## config.mk

```make
export PLATFORM = sky130hd
export DESIGN_NAME = integer_to_base_digits_top
export DESIGN_NICKNAME = d
export VERILOG_FILES = /design/src/design/itob_pkg.sv /design/src/design/itob_div.sv /design/src/design/integer_to_base_digits_top.sv
export SDC_FILE = /design/constraint.sdc
export NUM_CORES = 1
export LEC_CHECK = 0
export BUFFER_PORTS_ARGS = -buffer_cell sky130_fd_sc_hd__buf_4
export CORE_MARGIN = 2
export CORE_UTILIZATION = 55
export CTS_CLUSTER_DIAMETER = 100
export DETAILED_ROUTE_END_ITERATION = 10
export GPL_TIMING_DRIVEN = 0
export MAX_ROUTING_LAYER = met4
export PLACE_DENSITY = 0.76
export SYNTH_ARGS = -nofsm -noshare
export SYNTH_HDL_FRONTEND = slang
export SYNTH_SLANG_ARGS = --single-unit
```

## constraint.sdc

```tcl
create_clock -name clk -period 31.3 [get_ports clk]
set_input_delay 3.13 -clock clk [delete_from_list [all_inputs] [get_ports clk]]
set_output_delay 3.13 -clock clk [all_outputs]
set_load 0.1 [all_outputs]
```

## src/design/itob_pkg.sv

```systemverilog
// Shared types, constants and the digit-to-character function of the
// integer-to-text block. No dependencies.
package itob_pkg;

    localparam int VALUE_WIDTH = 32;
    localparam int BASE_WIDTH  = 8;
    localparam int CHAR_WIDTH  = 7;
    localparam int MIN_RADIX   = 2;
    localparam int MAX_RADIX   = 36;
    localparam int RADIX_WIDTH = $clog2(MAX_RADIX + 1);

    // Restoring division: this many quotient bits per clock.
    localparam int STEP_BITS  = 8;
    localparam int DIV_CYCLES = (VALUE_WIDTH + STEP_BITS - 1) / STEP_BITS;
    localparam int PAD_WIDTH  = DIV_CYCLES * STEP_BITS;
    localparam int DIV_CNT_W  = $clog2(DIV_CYCLES + 1);

    // Digit stack: one entry per possible digit (base 2 gives VALUE_WIDTH).
    localparam int DIG_IDX_W = $clog2(VALUE_WIDTH);
    localparam int DIG_CNT_W = $clog2(VALUE_WIDTH + 1);

    localparam logic [CHAR_WIDTH-1:0] CHAR_ZERO  = 7'h30;
    localparam logic [CHAR_WIDTH-1:0] CHAR_A     = 7'h61;
    localparam logic [CHAR_WIDTH-1:0] CHAR_MINUS = 7'h2d;
    localparam logic [CHAR_WIDTH-1:0] CHAR_NONE  = 7'h00;
    localparam logic [RADIX_WIDTH-1:0] DECIMAL_DIGITS = RADIX_WIDTH'(10);

    typedef struct packed {
        logic signed [VALUE_WIDTH-1:0] value;
        logic [BASE_WIDTH-1:0]         base;
    } itob_in_t;

    typedef struct packed {
        logic [CHAR_WIDTH-1:0] digit_char;
        logic                  last;
        logic                  bad_base;
    } itob_out_t;

    function automatic logic [CHAR_WIDTH-1:0] char_of(input logic [RADIX_WIDTH-1:0] d);
        logic [CHAR_WIDTH-1:0] dw;
        dw = CHAR_WIDTH'(d);
        if (d < DECIMAL_DIGITS)
        begin
            return CHAR_ZERO + dw;
        end
        return CHAR_A + dw - CHAR_WIDTH'(DECIMAL_DIGITS);
    endfunction

endpackage

```

## src/design/itob_div.sv

```systemverilog
// Iterative restoring divider: unsigned dividend by a small radix,
// STEP_BITS quotient bits per clock. Depends on itob_pkg.
module itob_div (
    input  logic                                   clk,
    input  logic                                   rst_n,
    input  logic                                   start,
    input  logic [itob_pkg::VALUE_WIDTH-1:0]       dividend,
    input  logic [itob_pkg::RADIX_WIDTH-1:0]       divisor,
    output logic                                   done,
    output logic [itob_pkg::VALUE_WIDTH-1:0]       quotient,
    output logic [itob_pkg::RADIX_WIDTH-1:0]       remainder
);

    localparam int RW = itob_pkg::RADIX_WIDTH;
    localparam int PW = itob_pkg::PAD_WIDTH;
    localparam int CW = itob_pkg::DIV_CNT_W;

    logic [PW-1:0] q_reg, q_next;
    logic [RW-1:0] r_reg, r_next;
    logic [RW-1:0] div_reg;
    logic [CW-1:0] cnt_reg;
    logic          busy_reg;
    logic          done_reg;
    logic [RW:0]   trial;

    // STEP_BITS shift/compare/subtract steps on the narrow remainder
    always_comb
    begin
        r_next = r_reg;
        q_next = q_reg;
        trial  = '0;
        for (int i = 0; i < itob_pkg::STEP_BITS; i++)
        begin
            trial  = {r_next, q_next[PW-1]};
            q_next = {q_next[PW-2:0], 1'b0};
            if (trial >= {1'b0, div_reg})
            begin
                r_next    = RW'(trial - {1'b0, div_reg});
                q_next[0] = 1'b1;
            end
            else
            begin
                r_next = trial[RW-1:0];
            end
        end
    end

    always_ff @(posedge clk or negedge rst_n)
    begin
        if (!rst_n)
        begin
            busy_reg <= 1'b0;
            done_reg <= 1'b0;
            cnt_reg  <= '0;
        end
        else if (start)
        begin
            busy_reg <= 1'b1;
            done_reg <= 1'b0;
            cnt_reg  <= '0;
        end
        else if (busy_reg)
        begin
            cnt_reg <= cnt_reg + 1'b1;
            if (cnt_reg == CW'(itob_pkg::DIV_CYCLES - 1))
            begin
                busy_reg <= 1'b0;
                done_reg <= 1'b1;
            end
        end
        else
        begin
            done_reg <= 1'b0;
        end
    end

    always_ff @(posedge clk)
    begin
        if (start)
        begin
            q_reg   <= PW'(dividend);
            r_reg   <= '0;
            div_reg <= divisor;
        end
        else if (busy_reg)
        begin
            q_reg <= q_next;
            r_reg <= r_next;
        end
    end

    assign done      = done_reg;
    assign quotient  = q_reg[itob_pkg::VALUE_WIDTH-1:0];
    assign remainder = r_reg;

endmodule

```

## src/design/integer_to_base_digits_top.sv

```systemverilog
// Signed integer to ASCII text in radix 2..36, most significant char first.
// Digits are peeled off by repeated division, least significant first, then
// sent out one beat per cycle while out_ready allows, sign first.
// Throughput: one item at a time, set by the shared 8-bit-per-cycle divider.
// A bad base gives a single blank error beat.
// Reset: asynchronous, active low; returns to idle with the output empty.
module integer_to_base_digits_top (
    input  logic               clk,
    input  logic               rst_n,
    input  logic               in_valid,
    output logic               in_ready,
    input  itob_pkg::itob_in_t in_data,
    output logic               out_valid,
    input  logic               out_ready,
    output itob_pkg::itob_out_t out_data
);

    localparam int VW  = itob_pkg::VALUE_WIDTH;
    localparam int RW  = itob_pkg::RADIX_WIDTH;
    localparam int CHW = itob_pkg::CHAR_WIDTH;
    localparam int IW  = itob_pkg::DIG_IDX_W;
    localparam int NW  = itob_pkg::DIG_CNT_W;

    // Sequencer states
    localparam logic [1:0] ST_IDLE = 2'd0;  // waiting for an item
    localparam logic [1:0] ST_DIV  = 2'd1;  // peeling digits, least significant first
    localparam logic [1:0] ST_EMIT = 2'd2;  // sign, then digits popped off the stack
    localparam logic [1:0] ST_ERR  = 2'd3;  // single error beat pending

    logic [1:0]          state_reg, state_next;
    logic                neg_reg, neg_next;
    logic [RW-1:0]       base_reg;
    logic [NW-1:0]       cnt_reg, cnt_next;
    logic [CHW-1:0]      stack_reg [VW];
    logic                out_valid_reg, out_valid_next;
    itob_pkg::itob_out_t out_reg, out_next;

    logic          accept;
    logic          base_ok;
    logic [VW-1:0] value_u;
    logic [VW-1:0] mag;
    logic          div_start;
    logic [VW-1:0] div_dividend;
    logic [RW-1:0] div_divisor;
    logic          div_done;
    logic [VW-1:0] div_quot;
    logic [RW-1:0] div_rem;
    logic          push;
    logic          slot_free;
    logic [IW-1:0] rd_idx;

    assign in_ready = (state_reg == ST_IDLE);
    assign accept   = in_valid && in_ready;

    // Radix is legal only within 2..MAX_RADIX
    assign base_ok = (in_data.base >= itob_pkg::BASE_WIDTH'(itob_pkg::MIN_RADIX))
                  && (in_data.base <= itob_pkg::BASE_WIDTH'(itob_pkg::MAX_RADIX));

    // Magnitude in unsigned arithmetic: the most negative value maps to 2^(VW-1)
    assign value_u = in_data.value;
    assign mag     = in_data.value[VW-1] ? (~value_u + VW'(1)) : value_u;

    // Start the divider on a fresh item with a legal base, or restart it on the quotient while it is nonzero
    assign push         = (state_reg == ST_DIV) && div_done;
    assign div_start    = (accept && base_ok) || (push && (div_quot != '0));
    assign div_dividend = accept ? mag : div_quot;
    assign div_divisor  = accept ? in_data.base[RW-1:0] : base_reg;

    itob_div u_div (
        .clk       (clk),
        .rst_n     (rst_n),
        .start     (div_start),
        .dividend  (div_dividend),
        .divisor   (div_divisor),
        .done      (div_done),
        .quotient  (div_quot),
        .remainder (div_rem)
    );

    // Output register frees when empty or when its beat is taken this cycle
    assign slot_free = !out_valid_reg || out_ready;
    assign rd_idx    = IW'(cnt_reg - NW'(1));

    always_comb
    begin
        state_next     = state_reg;
        neg_next       = neg_reg;
        cnt_next       = cnt_reg;
        out_next       = out_reg;
        out_valid_next = out_valid_reg && !out_ready;

        unique case (state_reg)
            ST_IDLE:
            begin
                if (accept)
                begin
                    neg_next   = in_data.value[VW-1];
                    cnt_next   = '0;
                    state_next = base_ok ? ST_DIV : ST_ERR;
                end
            end
            ST_DIV:
            begin
                if (push)
                begin
                    cnt_next = cnt_reg + NW'(1);
                    if (div_quot == '0)
                    begin
                        state_next = ST_EMIT;
                    end
                end
            end
            ST_EMIT:
            begin
                if (slot_free)
                begin
                    out_valid_next = 1'b1;
                    out_next.bad_base = 1'b0;
                    if (neg_reg)
                    begin
                        out_next.digit_char = itob_pkg::CHAR_MINUS;
                        out_next.last       = 1'b0;
                        neg_next            = 1'b0;
                    end
                    else
                    begin
                        out_next.digit_char = stack_reg[rd_idx];
                        out_next.last       = (cnt_reg == NW'(1));
                        cnt_next            = cnt_reg - NW'(1);
                        if (cnt_reg == NW'(1))
                        begin
                            state_next = ST_IDLE;
                        end
                    end
                end
            end
            ST_ERR:
            begin
                if (slot_free)
                begin
                    out_valid_next      = 1'b1;
                    out_next.digit_char = itob_pkg::CHAR_NONE;
                    out_next.last       = 1'b1;
                    out_next.bad_base   = 1'b1;
                    state_next          = ST_IDLE;
                end
            end
            default:
            begin
                state_next = ST_IDLE;
            end
        endcase
    end

    always_ff @(posedge clk or negedge rst_n)
    begin
        if (!rst_n)
        begin
            state_reg     <= ST_IDLE;
            out_valid_reg <= 1'b0;
            cnt_reg       <= '0;
            neg_reg       <= 1'b0;
        end
        else
        begin
            state_reg     <= state_next;
            out_valid_reg <= out_valid_next;
            cnt_reg       <= cnt_next;
            neg_reg       <= neg_next;
        end
    end

    // Payload: output beat, radix, digit stack
    always_ff @(posedge clk)
    begin
        out_reg <= out_next;
        if (accept)
        begin
            base_reg <= in_data.base[RW-1:0];
        end
        if (push)
        begin
            stack_reg[cnt_reg[IW-1:0]] <= itob_pkg::char_of(div_rem);
        end
    end

    assign out_valid = out_valid_reg;
    assign out_data  = out_reg;

endmodule

```

==> flow_summary.json, run 1 <==
{
  "floorplan.initialDensity_pct": 56.1,
  "detail_route.wirelength_um": 36100,
  "path_class": "flip-flop to flip-flop",
  "place.gp.congestion": 0.909,
  "synthesis.yosys.warnings": 0,
  "die_width_um": 173,
  "worst_setup_path_startpoint": "u_div.div_reg[1]",
  "synth_edf_count": 271,
  "cts_made_buffers": 28,
  "final-max-slew-violation-count": 0,
  "clkSinkCount": 298,
  "number_of_flip_flops_under_the_largest_register_name": 224,
  "fin_crit_sh_pct": 63.0,
  "layout.area.seq_um2": 8750,
  "worst_hold_startpoint": "base_reg[0]",
  "share_of_layout_cells_above_drive_strength_1_pct": 16.6,
  "globalRouteTotalUtil_pct": 25.0,
  "post-synth-top-area-fraction_pct": 51.9,
  "finalWorstPathRequiredPeriod_ns": 19.71,
  "synth.lib_cells_used.distinct": 75,
  "min_path_type": "flip-flop to flip-flop",
  "layout.cells.most_common_list": "edfxtp_1 (271), nand2_1 (84), nor2_1 (78)",
  "synth_area_leaders": "edfxtp_1 (52%), mux4_2 (10%), ha_1 (5.1%), mux2i_1 (2.6%), xor2_1 (2.4%)",
  "post_synthesis_net_count": 1274,
  "final_common_cell": "edfxtp_1",
  "critPathCaptureType": "flip-flop",
  "floorplan.die_area_um2": 29900,
  "areaGrowthSynthToFinish_pct": 12.2,
  "floorplan.io_pins": 55,
  "synth.cell_area_um2": 15700,
  "outcome": "completed",
  "setup-tns-final_ns": 0,
  "dpl_cell_area_um2": 16700,
  "cp_slowest_stage_delay_ns": 0.72,
  "first_iteration_detailed_routing_drc_count": 1009,
  "final_core_util_pct": 62.9,
  "remaining_drc_errors": 0,
  "final_design_area_excluding_fillers_um2": 17600,
  "detail_route.vias_per_cell": 6.14,
  "rows": 61,
  "root_buffer_master": "clkbuf_16",
  "first_global_vias": 10100,
  "finalSetupViolCount": 0,
  "path_buf_inv": 13,
  "cts.repair.resized": 0,
  "vias": 10100,
  "syn-instance-count": 1158,
  "timing_worst_slew_pin_value_ns": 1.23,
  "post_cts.repair.setup_buffers": 0,
  "critical-path-top-delay-family": "compound AO/OA/AOI/OAI gates",
  "final-hold-violation-count": 0,
  "setup.worst_path.start_class": "flip-flop",
  "ant_nets": 0,
  "worst_slew_margin_rel_pct": 18.2,
  "syn-mean-instance-area_um2": 13.5,
  "crit_fanout": 10,
  "synth_sequential_area_ratio_pct": 55.9,
  "grt_first_pass_wirelength_um": 56400,
  "area_of_the_multi_input_gates_um2": 6510,
  "timing.rr.start": "u_div.div_reg[1]",
  "hold_buffers": 0,
  "routedWlPerCell_um": 21.9,
  "core_region_area_um2": 27900,
  "overflow": 0,
  "drv_cap": 0,
  "post-synth-top-area-cell": "edfxtp_1",
  "clock_tree.buffer_depth": 3,
  "layout.filler_cells": 2129,
  "worst_skew_pair.late_latency_ns": 0.56,
  "fin_worst_skew_ns": 0.0325,
  "grt_setup_unrepaired": "false",
  "cp_slowest_cell": "mux2i_1",
  "worst-endpoint-required_ns": 31.72,
  "dp_hpwl_um": 25800,
  "async_reset_ff_share_pct": 5.03,
  "yosys_register_bits": 298,
  "synth_ff_type": "edfxtp_1",
  "cts_tree": "done",
  "dr.pass1.iters": 8,
  "grt_antenna_before_repair": 1,
  "arrival_ns": 20.13,
  "clkTransAtPathRegs_ns": 0.06,
  "buffer_ports.inserted": 54,
  "achievable-frequency_mhz": 50.7,
  "die_y_um": 173,
  "grt_start_max_net_pins": 33,
  "finalNetCount": 1365,
  "htree_num_levels": 1
}
worst register-to-register path: cells and delay by family, from the launching register on:
kind            cells  cell delay, ns
compound gates     38            9.05
fa+ha+maj           8            2.29
buf+inv            13            2.77
flops               1            0.71
mux                 7            2.83
simple gates       14            1.93
cells in the mapped netlist, drive strengths merged, types with 10 or more instances:
cell and number:
inv 63, mux2i 40, edfxtp 271, o21a 11, ha 64, nand2 84
dfxtp 12, buf 12, dfrtp 15, a21o 18, o21ai 70, mux2 21
xnor2 23, nand3 18, a21oi 43, a211oi 12, nor4 13, nand2b 10
mux4 70, xor2 43, o31ai 10, nor2b 12, nor2 78, clkbuf 36
layout make-up:
class                      instances  area share [%]
sequential                       298            49.8
multi-input combinational        749            37.0
clock buffer                      36            4.16
timing repair buffer              61            2.89
tap                              378            2.69
inverter                          63            1.35
buffer                            48            1.20
clock inverter                    13           0.904
antenna                            1          0.0142
routing by layer:
layer	track usage, %	up-vias	share of wire [%]
met4	7.56	0	2.9
met5	-	-	0
met2	40.4	475	49
met3	4.75	82	8.1
met1	32.5	4921	40
li1	-	4629	-
kinds of logic after synthesis:
| family | share of synthesized area (%) |
|---|---|
| buf+inv | 2.86 |
| mux | 14.1 |
| simple gates | 8.16 |
| flops | 55.9 |
| compound gates | 9.15 |
| xor+xnor | 3.69 |
| fa+ha+maj | 6.13 |
per-stage QoR:
stage	setup slack (ns)	instances	hold WS, ns
6_report	11.59	1647	0.472
5_1_grt	9.92	1647	0.487
4_1_cts	11.61	1646	0.473
3_3_place_gp	12.01	1590	0.454
2_1_floorplan	15.13	1158	0.446
3_5_place_dp	11.68	1597	0.459
path summary, 6_finish.rpt:
check / depth (start not counted) / endpoint / slack [ns]
min: 1 / base_reg[0] / 0.47
min reg2reg: 1 / base_reg[0] / 0.47
max reg2reg: 80 / u_div.remainder[0] / 11.59
max in group asynchronous: 1 / out_valid / 28.65
max: 80 / u_div.remainder[0] / 11.59
min in group asynchronous: 1 / cnt_reg[3] / 2.43
Power of run 1 is left out: the tool's default activity adds up to more than one toggle a clock period on the data nets, which glitch-free logic cannot reach.
==> inputs of run 2 (changes only) <==
ABC_AREA = 1   (was not set)
PLACE_DENSITY = 0.79   (was 0.76)
clock period = 16.8 ns   (was 31.3 ns; I/O delays follow)
==> flow_summary.json, run 2 <==
{
  "first_iteration_detailed_routing_drc_count": 1383,
  "path_class": "flip-flop to flip-flop",
  "post-synth-top-area-cell": "edfxtp_1",
  "cts.repair.resized": 0,
  "finalWorstPathRequiredPeriod_ns": 14.73,
  "achievable-frequency_mhz": 67.9,
  "synth_area_leaders": "edfxtp_1 (52%), nand2_1 (5.2%), ha_1 (5.1%), nor2_1 (4.9%), o21ai_0 (4.4%)",
  "remaining_drc_errors": 0,
  "die_y_um": 173,
  "setup-tns-final_ns": 0,
  "setup.worst_path.start_class": "flip-flop",
  "layout.cells.most_common_list": "edfxtp_1 (271), nand2_1 (217), nor2_1 (206)",
  "yosys_register_bits": 298,
  "crit_fanout": 10,
  "synth.cell_area_um2": 15800,
  "hold-worst-slack_ns": 0.477,
  "cp_slowest_stage_delay_ns": 0.75,
  "critPathCaptureType": "flip-flop",
  "buffer_ports.inserted": 53,
  "synth_edf_count": 271,
  "synth_sequential_area_ratio_pct": 55.6,
  "ant_nets": 0,
  "min_path_type": "flip-flop to flip-flop",
  "yosys.area_share.adder_pct": 6.10,
  "place.gp.congestion": 0.986,
  "syn-mean-instance-area_um2": 10.3,
  "finalNetCount": 1732,
  "final-max-slew-violation-count": 0,
  "grt_setup_unrepaired": "false",
  "drv_cap": 0,
  "rows": 61,
  "post_cts.repair.setup_buffers": 0,
  "areaGrowthSynthToFinish_pct": 12.2,
  "fin_worst_skew_ns": 0.0219,
  "synth.lib_cells_used.distinct": 49,
  "yosys-top-cells-count": "edfxtp_1 (271), nand2_1 (217), nor2_1 (206)",
  "final_core_util_pct": 63.1,
  "detail_route.vias_per_cell": 6.03,
  "syn-instance-count": 1526,
  "vias": 12200,
  "first_global_vias": 11800,
  "die_width_um": 173,
  "yosys.area_share.xor_xnor_pct": 3.50,
  "hold_buffers": 0,
  "detail_route.wirelength_um": 39800,
  "final-hold-violation-count": 0,
  "worst-endpoint-required_ns": 17.25,
  "post_synthesis_net_count": 1642,
  "synthesis.yosys.warnings": 0,
  "cp_slowest_cell": "edfxtp_1",
  "root_buffer_master": "clkbuf_16",
  "layout.filler_cells": 2173,
  "synth_compound_area_share_pct": 11.9,
  "routedWlPerCell_um": 19.8,
  "htree_num_levels": 1,
  "clkTransAtPathRegs_ns": 0.06,
  "worst_skew_pair.late_latency_ns": 0.57,
  "synth_ff_type": "edfxtp_1",
  "synthMostInstantiatedCell": "edfxtp_1",
  "multiplexer_area_fraction_after_synthesis_pct": 2.31,
  "grt_antenna_before_repair": 0,
  "dr.pass1.iters": 6,
  "fin_crit_sh_pct": 87.7,
  "final_common_cell": "edfxtp_1",
  "grt_start_max_net_pins": 33,
  "synth_simple_gate_area_share_pct": 16.1,
  "n_antenna_cell": 0,
  "post-synth-top-area-fraction_pct": 51.7,
  "outcome": "completed",
  "overflow": 0,
  "dp_hpwl_um": 28800,
  "core_region_area_um2": 28000,
  "arrival_ns": 15.18,
  "clock_tree.buffer_depth": 3,
  "async_reset_ff_share_pct": 5.03,
  "floorplan.io_pins": 55,
  "floorplan.initialDensity_pct": 56.2,
  "cts_made_buffers": 29,
  "clkSinkCount": 298,
  "floorplan.die_area_um2": 30000,
  "number_of_flip_flops_under_the_largest_register_name": 224,
  "globalRouteTotalUtil_pct": 27.2,
  "worst_slew_margin_rel_pct": 29.9,
  "share_of_layout_cells_above_drive_strength_1_pct": 9.10,
  "timing_worst_slew_pin_value_ns": 1.05,
  "synth_top_family_by_area": "simple AND/OR/NAND/NOR gates",
  "grt_first_pass_wirelength_um": 62800,
  "cts_tree": "done",
  "finalSetupViolCount": 0
}
[run 2: final timing paths]
kind                                  start  slack (ns)  depth (start not counted)            endpoint
setup / recovery           u_div.div_reg[1]        2.07                         83  u_div.remainder[4]
hold / removal                  base_reg[5]        0.48                          1         base_reg[5]
setup reg to reg           u_div.div_reg[1]        2.07                         83  u_div.remainder[4]
hold reg to reg                 base_reg[5]        0.48                          1         base_reg[5]
max in group asynchronous             rst_n       15.64                          1      u_div.busy_reg
min in group asynchronous             rst_n        0.97                          1           out_valid
[run 2: cells by family after synthesis]
| family | after synthesis |
|---|---|
| buf+inv | 190 |
| flops | 298 |
| simple gates | 565 |
| mux | 36 |
| fa+ha+maj | 72 |
| compound gates | 302 |
| xor+xnor | 63 |
[run 2: area by class of cell]
type	instances	area, µm²	share of cell area, %
sequential	298	8750	49.5
multi-input combinational	1038	6350	35.9
clock buffer	45	806	4.56
timing repair buffer	59	500	2.83
inverter	131	492	2.78
tap	378	473	2.68
buffer	59	221	1.25
clock inverter	7	78.8	0.446
[run 2: through the flow]
| step | worst slack (ns) | cells | cell area, µm² |
|---|---|---|---|
| floorplan | 4.73 | 1526 | 15800 |
| finish | 2.07 | 2015 | 17700 |
| global route | 0.913 | 2015 | 17700 |
| CTS | 2.32 | 2015 | 17700 |
| global placement | 2.71 | 1957 | 16600 |
| detailed placement | 2.34 | 1963 | 16800 |
[run 2: metal layers]
layer,track usage [%],up-vias,wire (µm)
li1,-,5609,-
met1,34.4,5723,15600
met2,44.5,676,18800
met3,3.75,143,3630
met4,11.0,0,1750
met5,-,-,0
[run 2: critical path, delay by kind of cell, from the launching register on]
| family | cells | cell delay, ns |
|---|---|---|
| adder cells (fa/ha/maj) | 8 | 2.72 |
| buffers and inverters | 13 | 1.43 |
| AND/OR/NAND/NOR | 35 | 4.25 |
| AO/OA/AOI/OAI | 27 | 5.43 |
| flip-flops | 1 | 0.75 |
Power of run 2 is left out for the same reason.
